`config.mk`:
```
export PLATFORM = sky130hd
export DESIGN_NAME = sliding_window_median
export DESIGN_NICKNAME = d
export VERILOG_FILES = /design/src/sv/swm_pkg.sv /design/src/sv/swm_ram.sv /design/src/sv/swm_dp.sv /design/src/sv/swm_ctrl.sv /design/src/sv/sliding_window_median.sv
export VERILOG_INCLUDE_DIRS = /design/src /design/src/sv
export SDC_FILE = /design/constraint.sdc
export NUM_CORES = 2
export LEC_CHECK = 0
export BUFFER_PORTS_ARGS = -buffer_cell sky130_fd_sc_hd__buf_4
export CELL_PAD_IN_SITES_DETAIL_PLACEMENT = 0
export CELL_PAD_IN_SITES_GLOBAL_PLACEMENT = 1
export CORE_ASPECT_RATIO = 1.2
export CORE_UTILIZATION = 45
export DETAILED_ROUTE_END_ITERATION = 8
export PLACE_DENSITY_LB_ADDON = 0.1
export SLEW_MARGIN = 20
export SYNTH_ARGS = -nofsm -noshare
export SYNTH_HDL_FRONTEND = slang
export SYNTH_SLANG_ARGS = --single-unit
```
`constraint.sdc`:
```
create_clock -name clk -period 6.9 [get_ports clk]
set_input_delay 0.69 -clock clk [delete_from_list [all_inputs] [get_ports clk]]
set_output_delay 0.69 -clock clk [all_outputs]
set_load 0.005 [all_outputs]
```
`src/sv/sliding_window_median_macros.svh`:
```
// Assertion macros of the sliding-window median RTL, used by the datapath swm_dp.
// Define ASSERT_OFF to compile every assertion away; no other dependencies.
`ifndef SLIDING_WINDOW_MEDIAN_MACROS_SVH
`define SLIDING_WINDOW_MEDIAN_MACROS_SVH
`ifndef ASSERT_OFF
`define SWM_ASSERT(label, clk, rst, prop, msg) \
  label: assert property (@(posedge clk) disable iff (rst) prop) else $error(msg);
`define SWM_ASSERT_ALWAYS(label, clk, prop, msg) \
  label: assert property (@(posedge clk) prop) else $error(msg);
`else
`define SWM_ASSERT(label, clk, rst, prop, msg)
`define SWM_ASSERT_ALWAYS(label, clk, prop, msg)
`endif
`endif

```
`src/sv/swm_pkg.sv`:
```
// Shared types and constants of the sliding-window median filter.
// Used by the controller, the datapath and the top level; depends on nothing.
`default_nettype none
package swm_pkg;

  localparam int S_TDATA_W  = 32;
  localparam int MEDIAN_W   = 33;
  localparam int M_TDATA_W  = 40;
  localparam int WS_W       = 5;
  localparam int APB_ADDR_W = 3;
  localparam int APB_DATA_W = 32;

  // Word index of the window size register (paddr[2]).
  localparam logic REG_WINDOW_SIZE = 1'b0;
  localparam logic [WS_W-1:0] WS_RESET = 5'd3;

  typedef struct packed {
    logic load_sample;
    logic ram_rd;
    logic remove;
    logic insert;
    logic load_hi;
    logic load_out;
  } swm_cmd_t;

  typedef struct packed {
    logic full;
    logic result_due;
    logic out_free;
  } swm_status_t;

endpackage
`default_nettype wire

```
`src/sv/swm_ram.sv`:
```
// Generic single-port-write, single-port-read RAM with registered read data.
// Holds the arrival-order ring; no dependencies.
`default_nettype none
module swm_ram #(
  parameter int WIDTH = 32,
  parameter int DEPTH = 16
) (
  input  wire logic                     clk,
  input  wire logic                     we,
  input  wire logic [$clog2(DEPTH)-1:0] waddr,
  input  wire logic [WIDTH-1:0]         wdata,
  input  wire logic                     re,
  input  wire logic [$clog2(DEPTH)-1:0] raddr,
  output      logic [WIDTH-1:0]         rdata
);

  logic [WIDTH-1:0] mem [DEPTH];

  always_ff @(posedge clk) begin
    if (we) begin
      mem[waddr] <= wdata;
    end
    if (re) begin
      rdata <= mem[raddr];
    end
  end

endmodule
`default_nettype wire

```
`src/sv/swm_dp.sv`:
```
// Datapath of the sliding-window median filter: arrival ring, sorted cell row,
// fill and oldest counters, median adder and output register. Uses swm_pkg, swm_ram.
`default_nettype none
`include "sliding_window_median_macros.svh"
module swm_dp #(
  parameter int MAX_WINDOW  = 16,
  parameter int SAMPLE_BITS = 32
) (
  input  wire logic                           clk,
  input  wire logic                           rst,
  input  wire logic [swm_pkg::WS_W-1:0]       window_size,
  input  wire logic                           cfg_wr,
  input  wire logic [swm_pkg::S_TDATA_W-1:0]  s_tdata,
  output      logic                           m_tvalid,
  input  wire logic                           m_tready,
  output      logic [swm_pkg::M_TDATA_W-1:0]  m_tdata,
  input  wire swm_pkg::swm_cmd_t              cmd,
  output      swm_pkg::swm_status_t           status
);
  import swm_pkg::*;

  localparam int CW = $clog2(MAX_WINDOW + 1);
  localparam int AW = $clog2(MAX_WINDOW);

  logic [CW-1:0]                 w_eff;
  logic [CW-1:0]                 fill;
  logic [CW-1:0]                 n_ins;
  logic [AW-1:0]                 oldest;
  logic [AW-1:0]                 hi_idx;
  logic [AW-1:0]                 lo_idx;
  logic [AW-1:0]                 med_idx;
  logic                          full;
  logic signed [SAMPLE_BITS-1:0] sample_q;
  logic signed [SAMPLE_BITS-1:0] old_val;
  logic signed [SAMPLE_BITS-1:0] med_hi;
  logic signed [SAMPLE_BITS-1:0] med_rd;
  logic signed [SAMPLE_BITS-1:0] cells      [MAX_WINDOW];
  logic signed [SAMPLE_BITS-1:0] cells_next [MAX_WINDOW];
  logic signed [SAMPLE_BITS-1:0] prev_cell  [MAX_WINDOW];
  logic signed [SAMPLE_BITS-1:0] up_cell    [MAX_WINDOW];
  logic [MAX_WINDOW-1:0]         gt;
  logic [MAX_WINDOW-1:0]         prev_gt;
  logic [SAMPLE_BITS:0]          sum;
  logic [MEDIAN_W-1:0]           median_q;

  // Out-of-range window sizes clamp: zero acts as one, large values as MAX_WINDOW.
  always_comb begin
    if (window_size == '0) begin
      w_eff = CW'(1);
    end else if (32'(window_size) > 32'(MAX_WINDOW)) begin
      w_eff = CW'(MAX_WINDOW);
    end else begin
      w_eff = CW'(window_size);
    end
  end

  assign full   = (fill == w_eff);
  assign n_ins  = full ? (w_eff - CW'(1)) : fill;
  assign hi_idx = AW'(w_eff >> 1);
  assign lo_idx = AW'((w_eff - CW'(1)) >> 1);

  assign status.full       = full;
  assign status.result_due = full || ((fill + CW'(1)) == w_eff);
  assign status.out_free   = !m_tvalid || m_tready;

  swm_ram #(
    .WIDTH(SAMPLE_BITS),
    .DEPTH(MAX_WINDOW)
  ) u_ring (
    .clk  (clk),
    .we   (cmd.insert),
    .waddr(full ? oldest : AW'(fill)),
    .wdata(sample_q),
    .re   (cmd.ram_rd),
    .raddr(oldest),
    .rdata(old_val)
  );

  // Each cell decides from its own value and its neighbors. Removal shifts down
  // every held cell at or above the departing value; insertion shifts up every
  // held cell above the new one, which lands in the first gap.
  for (genvar i = 0; i < MAX_WINDOW; i++) begin : g_cell
    assign gt[i] = (CW'(i) < n_ins) && (cells[i] > sample_q);

    if (i == 0) begin : g_first
      assign prev_gt[i]   = 1'b0;
      assign prev_cell[i] = cells[i];
    end else begin : g_rest
      assign prev_gt[i]   = gt[i-1];
      assign prev_cell[i] = cells[i-1];
    end

    if (i == MAX_WINDOW - 1) begin : g_last
      assign up_cell[i] = cells[i];
    end else begin : g_inner
      assign up_cell[i] = cells[i+1];
    end

    always_comb begin
      cells_next[i] = cells[i];
      if (cmd.remove) begin
        if ((CW'(i) < w_eff) && (cells[i] >= old_val)) begin
          cells_next[i] = up_cell[i];
        end
      end else if (cmd.insert && (CW'(i) <= n_ins)) begin
        if (prev_gt[i]) begin
          cells_next[i] = prev_cell[i];
        end else if (gt[i] || (CW'(i) == n_ins)) begin
          cells_next[i] = sample_q;
        end
      end
    end
  end

  assign med_idx = cmd.load_hi ? hi_idx : lo_idx;
  assign med_rd  = cells[med_idx];
  assign sum     = {med_rd[SAMPLE_BITS-1], med_rd} + {med_hi[SAMPLE_BITS-1], med_hi};

  always_ff @(posedge clk) begin
    cells <= cells_next;
    if (cmd.load_sample) begin
      sample_q <= s_tdata[SAMPLE_BITS-1:0];
    end
    if (cmd.load_hi) begin
      med_hi <= med_rd;
    end
    if (cmd.load_out) begin
      median_q <= MEDIAN_W'($unsigned(sum));
    end
  end

  always_ff @(posedge clk) begin
    if (rst) begin
      fill     <= '0;
      oldest   <= '0;
      m_tvalid <= 1'b0;
    end else begin
      if (cfg_wr) begin
        fill   <= '0;
        oldest <= '0;
      end else if (cmd.insert) begin
        if (full) begin
          oldest <= ((CW'(oldest) + CW'(1)) == w_eff) ? '0 : oldest + AW'(1);
        end else begin
          fill <= fill + CW'(1);
        end
      end
      if (cmd.load_out) begin
        m_tvalid <= 1'b1;
      end else if (m_tready) begin
        m_tvalid <= 1'b0;
      end
    end
  end

  assign m_tdata = {{(M_TDATA_W - MEDIAN_W){1'b0}}, median_q};

  `SWM_ASSERT(a_fill_in_window, clk, rst, (fill <= w_eff), "fill count exceeds window size")
  `SWM_ASSERT(a_oldest_only_full, clk, rst, ((oldest != '0) |-> full), "ring wrapped before window filled")
  `SWM_ASSERT(a_remove_only_full, clk, rst, (cmd.remove |-> full), "removal from a window that is not full")
  `SWM_ASSERT_ALWAYS(a_reset_empties, clk, (rst |=> (fill == '0 && oldest == '0)), "reset left samples in the window")

endmodule
`default_nettype wire

```
`src/sv/swm_ctrl.sv`:
```
// Controller of the sliding-window median filter: sequences read and remove
// (window full), insert, and the two median reads (result due). Uses swm_pkg.
`default_nettype none
module swm_ctrl (
  input  wire logic                 clk,
  input  wire logic                 rst,
  input  wire logic                 s_tvalid,
  output      logic                 s_tready,
  input  wire swm_pkg::swm_status_t status,
  output      swm_pkg::swm_cmd_t    cmd
);
  import swm_pkg::*;

  typedef enum logic [2:0] {
    IDLE,
    REMOVE,
    INSERT,
    MED_HI,
    MED_LO
  } state_t;

  state_t state;

  assign s_tready = (state == IDLE);

  always_comb begin
    cmd = '0;
    case (state)
      IDLE: begin
        cmd.load_sample = s_tvalid;
        cmd.ram_rd      = s_tvalid && status.full;
      end
      REMOVE: begin
        cmd.remove = 1'b1;
      end
      INSERT: begin
        cmd.insert = 1'b1;
      end
      MED_HI: begin
        cmd.load_hi = 1'b1;
      end
      MED_LO: begin
        cmd.load_out = status.out_free;
      end
      default: begin
        cmd = '0;
      end
    endcase
  end

  always_ff @(posedge clk) begin
    if (rst) begin
      state <= IDLE;
    end else begin
      case (state)
        IDLE: begin
          if (s_tvalid) begin
            state <= status.full ? REMOVE : INSERT;
          end
        end
        REMOVE: begin
          state <= INSERT;
        end
        INSERT: begin
          state <= status.result_due ? MED_HI : IDLE;
        end
        MED_HI: begin
          state <= MED_LO;
        end
        MED_LO: begin
          if (status.out_free) begin
            state <= IDLE;
          end
        end
        default: begin
          state <= IDLE;
        end
      endcase
    end
  end

endmodule
`default_nettype wire

```
`src/sv/sliding_window_median.sv`:
```
// Sliding-window median filter: takes one signed sample per item and, once the
// window is full, returns twice the window median for every sample. An item
// that leaves the window short of full is only inserted; the item that fills it
// also gets two reads of the middle cells; once the window is full, each item
// reads the departing sample from the ring RAM, removes it and inserts the new
// one in the sorted cell row, then reads the middle cells twice through one
// shared read mux. A finished result waits in the output register while the
// next item is taken. Writing window_size (APB word 0) empties the window. No
// clearing pass runs after reset. Depends on swm_pkg, swm_ctrl and swm_dp.
`default_nettype none
module sliding_window_median #(
  parameter int MAX_WINDOW  = 16,
  parameter int SAMPLE_BITS = 32
) (
  input  wire logic                             clk,
  input  wire logic                             rst,
  input  wire logic                             psel,
  input  wire logic                             penable,
  input  wire logic                             pwrite,
  input  wire logic [swm_pkg::APB_ADDR_W-1:0]   paddr,
  input  wire logic [swm_pkg::APB_DATA_W-1:0]   pwdata,
  output      logic [swm_pkg::APB_DATA_W-1:0]   prdata,
  output      logic                             pready,
  input  wire logic                             s_tvalid,
  output      logic                             s_tready,
  input  wire logic [swm_pkg::S_TDATA_W-1:0]    s_tdata,  // [31:0] sample
  output      logic                             m_tvalid,
  input  wire logic                             m_tready,
  output      logic [swm_pkg::M_TDATA_W-1:0]    m_tdata   // [32:0] median_twice, [39:33] zero
);
  import swm_pkg::*;

  logic [WS_W-1:0] window_size;
  logic            cfg_wr;
  swm_cmd_t        cmd;
  swm_status_t     status;

  assign pready = 1'b1;
  assign cfg_wr = psel && penable && pwrite && pready && (paddr[2] == REG_WINDOW_SIZE);
  assign prdata = (paddr[2] == REG_WINDOW_SIZE) ?
                  {{(APB_DATA_W - WS_W){1'b0}}, window_size} : '0;

  always_ff @(posedge clk) begin
    if (rst) begin
      window_size <= WS_RESET;
    end else if (cfg_wr) begin
      window_size <= pwdata[WS_W-1:0];
    end
  end

  swm_ctrl u_ctrl (
    .clk     (clk),
    .rst     (rst),
    .s_tvalid(s_tvalid),
    .s_tready(s_tready),
    .status  (status),
    .cmd     (cmd)
  );

  swm_dp #(
    .MAX_WINDOW (MAX_WINDOW),
    .SAMPLE_BITS(SAMPLE_BITS)
  ) u_dp (
    .clk        (clk),
    .rst        (rst),
    .window_size(window_size),
    .cfg_wr     (cfg_wr),
    .s_tdata    (s_tdata),
    .m_tvalid   (m_tvalid),
    .m_tready   (m_tready),
    .m_tdata    (m_tdata),
    .cmd        (cmd),
    .status     (status)
  );

endmodule
`default_nettype wire

```
==> results by group <==
Outcome
  • Status: finished clean

Synthesis
  • Yosys warning total: 0
  • Yosys cell types: 95
  • Post-synth EDFFs: 1,153
  • Cells after Synth: about 7,100
  • Async set or reset register ratio after synthesis: 0
  • Synthesized area per cell: 11.1 µm²
  • Top_reg_cell synth: edfxtp_1
  • #FFs+latches synth: 1,171
  • Cell Area, Synth: 79,000 µm²
  • Register area share after synthesis: 0.443

CTS
  • Clock latency on the worst-skew pair: 0.83 ns
  • # hold bufs at CTS: 4
  • Setup bufs post-CTS: 0
  • CTS clk-pin slew, worst paths: 0.06 ns
  • Num CTS Buffers: 135
  • H-tree depth: 4
  • Clk sinks: about 1,200
  • Root Buffer: clkbuf_16
  • TritonCTS clock tree: done
  • Quantity of gates resized following cts: 0
  • Clock Tree Buf Depth: 3

Global route
  • Global-route wire length before repair: 398,000 µm
  • Number of global-route vias before repair: 57,300
  • Maximum number of pins on one net before global-route repair: 203
  • Initial antenna violation count: 2
  • GRT Total Usage: 0.308
  • Grt ovf: 0

Layout
  • Sequential Area: around 35,000 µm²
  • Fin area: 87,300 µm²
  • Commonest non-fill, non-tap cell in the layout: edfxtp_1
  • Final #Nets: between 8,000 and 9,000
  • Fillers: 15,800
  • Multi-input logic area: ~42,000 µm²
  • Most frequent cells in the layout: edfxtp_1 (1,153), nand2_1 (1,079), ha_1 (1,028)
  • Layout cells sized above 1: 0.106
  • Layout area overhead: 10.5%
  • Finished Layout Cells: 9,590

Route
  • Via count: roughly 59,000
  • DRC viols: 0
  • 1st-pass router iterations: 6
  • Vias/cell: 6.16
  • Routed wire length: around 280,000 µm
  • Post-route ant nets: 0
  • Drt wl/cell: 28.8 µm
  • Initial DRC count: 4,954

Timing
  • Final Hold Viols: 0
  • Final Slew Violations: 0
  • Final Skew: 0.0479 ns
  • Fmax: 150 MHz
  • Final setup violation count: 0
  • RSZ-0062 raised after global routing: false
  • Setup TNS: 0 ns
  • Crit path time final: 6.68 ns
  • Period utilization: 0.968
  • Worst-Margin Slew: 1.22 ns
  • Max_slew headroom: 0.181

Die
  • Initial Util: 0.453
  • Ports: 149
  • Die Wd: 385 µm
  • Area of the core: 174,000 µm²
  • Rows: 168
  • Die area: around 180,000 µm²
  • Die Ht: 461 µm

Power and ir drop
  • Leak Pwr: 34.4 nW
  • Clk pwr share: 0.402
  • Sequential share of power: 0.449
  • Power per standard cell area: between 200 and 250 nW/µm²
  • Sw frac: 0.281
  • Peak VDD IR: 0.235 mV
  • Comb pwr share: 0.149
  • Int Power: 13.1 mW
  • Sw Pwr: ~5 mW

Min path
  • HP Start: s_tdata[17]
  • Hold Crit Class: input pin to flop
  • Hold Path End: u_dp.sample_q[17]
  • Worst Hold Depth: 1

Worst setup path
  • WP data required: between 7 and 8 ns
  • CP Launch Type: flop
  • Reg2Reg Launch Point: window_size[1]
  • Reg2reg path depth: 23
  • Crit path max fanout: between 40 and 50
  • R2R Path End: u_dp.median_q[31]
  • Flop2flop setup slack: 0.22 ns
  • Worst Path Arrival: 7.25 ns
  • Kind of critical path: flop to flop
  • Setup crit end kind: flop

Run
  • Number of max-cap violations: 0

Place
  • Post-DP Area: 82,800 µm²
  • Post-DP HPWL: 203,000 µm
  • Placed cells: ~9,300
  • Port bufs: 84
  • Placer Congestion: 0.976
==> cell type report <==
cell class / instances / share of cell area
Antenna cell: 2 / 0.0000573
Clock buffer: 158 / 0.0399
Clock inverter: 89 / 0.0104
Inverter: 119 / 0.00512
Multi-Input combinational cell: 5451 / 0.483
Sequential cell: 1171 / 0.401
Tap cell: 2295 / 0.0329
Timing Repair Buffer: 305 / 0.0282
==> how the worst max path moves through the flow <==
stage | startpoint | end | slack (ns) | depth (start not counted)
2_1_floorplan | u_dp.sample_q[17] | u_dp.cells[224] | 0.79 | 15
3_3_place_gp | window_size[1] | u_dp.median_q[31] | 0.41 | 23
3_5_place_dp | window_size[1] | u_dp.median_q[31] | 0.44 | 24
4_1_cts | window_size[1] | u_dp.median_q[31] | 0.41 | 24
5_1_grt | window_size[1] | u_dp.median_q[31] | 0.004 | 24
6_report | window_size[1] | u_dp.median_q[31] | 0.22 | 23
==> flip-flops by register name, summed over array words and instances (netlist names) <==
| signal | flops |
|---|---|
| u_ctrl.state | 3 |
| u_dp.cells | 512 |
| u_dp.fill | 5 |
| u_dp.m_tvalid | 1 |
| u_dp.med_hi | 32 |
| u_dp.median_q | 33 |
| u_dp.oldest | 4 |
| u_dp.sample_q | 32 |
| u_dp.u_ring.mem | 512 |
| u_dp.u_ring.rdata | 32 |
| window_size | 5 |
==> through the flow <==
stage          power (mW)  worst slack, ns  hold slack, ns  utilization
2_1_floorplan        9.97            0.793           0.526            -
3_3_place_gp         10.9            0.408           0.563        0.475
3_5_place_dp         10.9            0.442           0.573        0.475
4_1_cts              18.2            0.409         0.00348        0.500
5_1_grt              18.8          0.00376         0.00995        0.500
6_report             18.2            0.224          0.0531        0.500
==> synthesized netlist by cell type (all sizes together) (9+ instances only) <==
library cell	number	area, µm²
nor2b	93	589
a221oi	13	114
nand3	192	973
nor4	34	213
a21o	317	2380
and3	74	463
nor3	42	215
a2111oi	12	130
a21oi	334	1680
buf	172	1130
xor2	17	149
ha	1028	12900
inv	119	447
o211ai	22	165
and4	18	158
edfxtp	1153	34600
o21a	59	443
a311oi	96	841
o221ai	12	105
or3	9	56.3
mux4	162	3650
xnor2	33	297
a31oi	62	388
o21ai	640	3210
and2	11	70.1
a211oi	19	143
mux2	37	424
clkbuf	223	837
nor2	174	661
dfxtp	18	360
o2111ai	9	78.8
nand2b	48	300
o21bai	13	97.6
nand4	198	1240
mux2i	454	4550
nand2	1081	4060
==> logic make-up after synthesis <==
group                    after synthesis  share of synthesized area
other                                  2                  0.0000951
buffers and inverters                514                     0.0306
AO/OA/AOI/OAI                       1676                      0.131
adder cells (fa/ha/maj)             1029                      0.163
AND/OR/NAND/NOR                     2008                      0.117
flip-flops                          1171                      0.443
multiplexers                         653                      0.109
XOR/XNOR                              50                    0.00564
==> power by group through the flow <==
stage | sequential (mW) | clock, mW | combinational (mW)
4_1_cts | 8.14 | 7.44 | 2.67
6_report | 8.14 | 7.31 | 2.71
5_1_grt | 8.15 | 7.67 | 2.94
2_1_floorplan | 8.30 | 0 | 1.68
3_5_place_dp | 8.29 | 0 | 2.66
3_3_place_gp | 8.29 | 0 | 2.58
==> worst max-delay path, stage by stage (launching register included) <==
cell and delay (ns):
dfxtp_1 0.55, nor3_2 0.09, nor2_1 0.21, nor2_4 0.07, inv_2 0.11, ha_1 0.18, mux2_2 0.39, mux2_4 0.51
a311oi_1 0.57, a31oi_1 0.09, a21oi_1 0.51, ha_1 0.33, o21ai_0 0.13, o21ai_0 0.23, nor4b_1 0.58, o211ai_1 0.34
buf_4 0.23, o211ai_1 0.30, a21oi_1 0.16, nor2b_1 0.28, a211oi_1 0.12, buf_4 0.17, o21ai_0 0.18, xor2_1 0.09
==> metal layers <==
layer	vias to the layer above	track usage	share of wire
met1	29200	0.418	0.43
met2	1969	0.494	0.47
met3	428	0.0349	0.051
li1	27400	-	-
met5	-	0	0.000058
met4	2	0.142	0.050
Note: power is estimated with default switching activity, not from simulation.
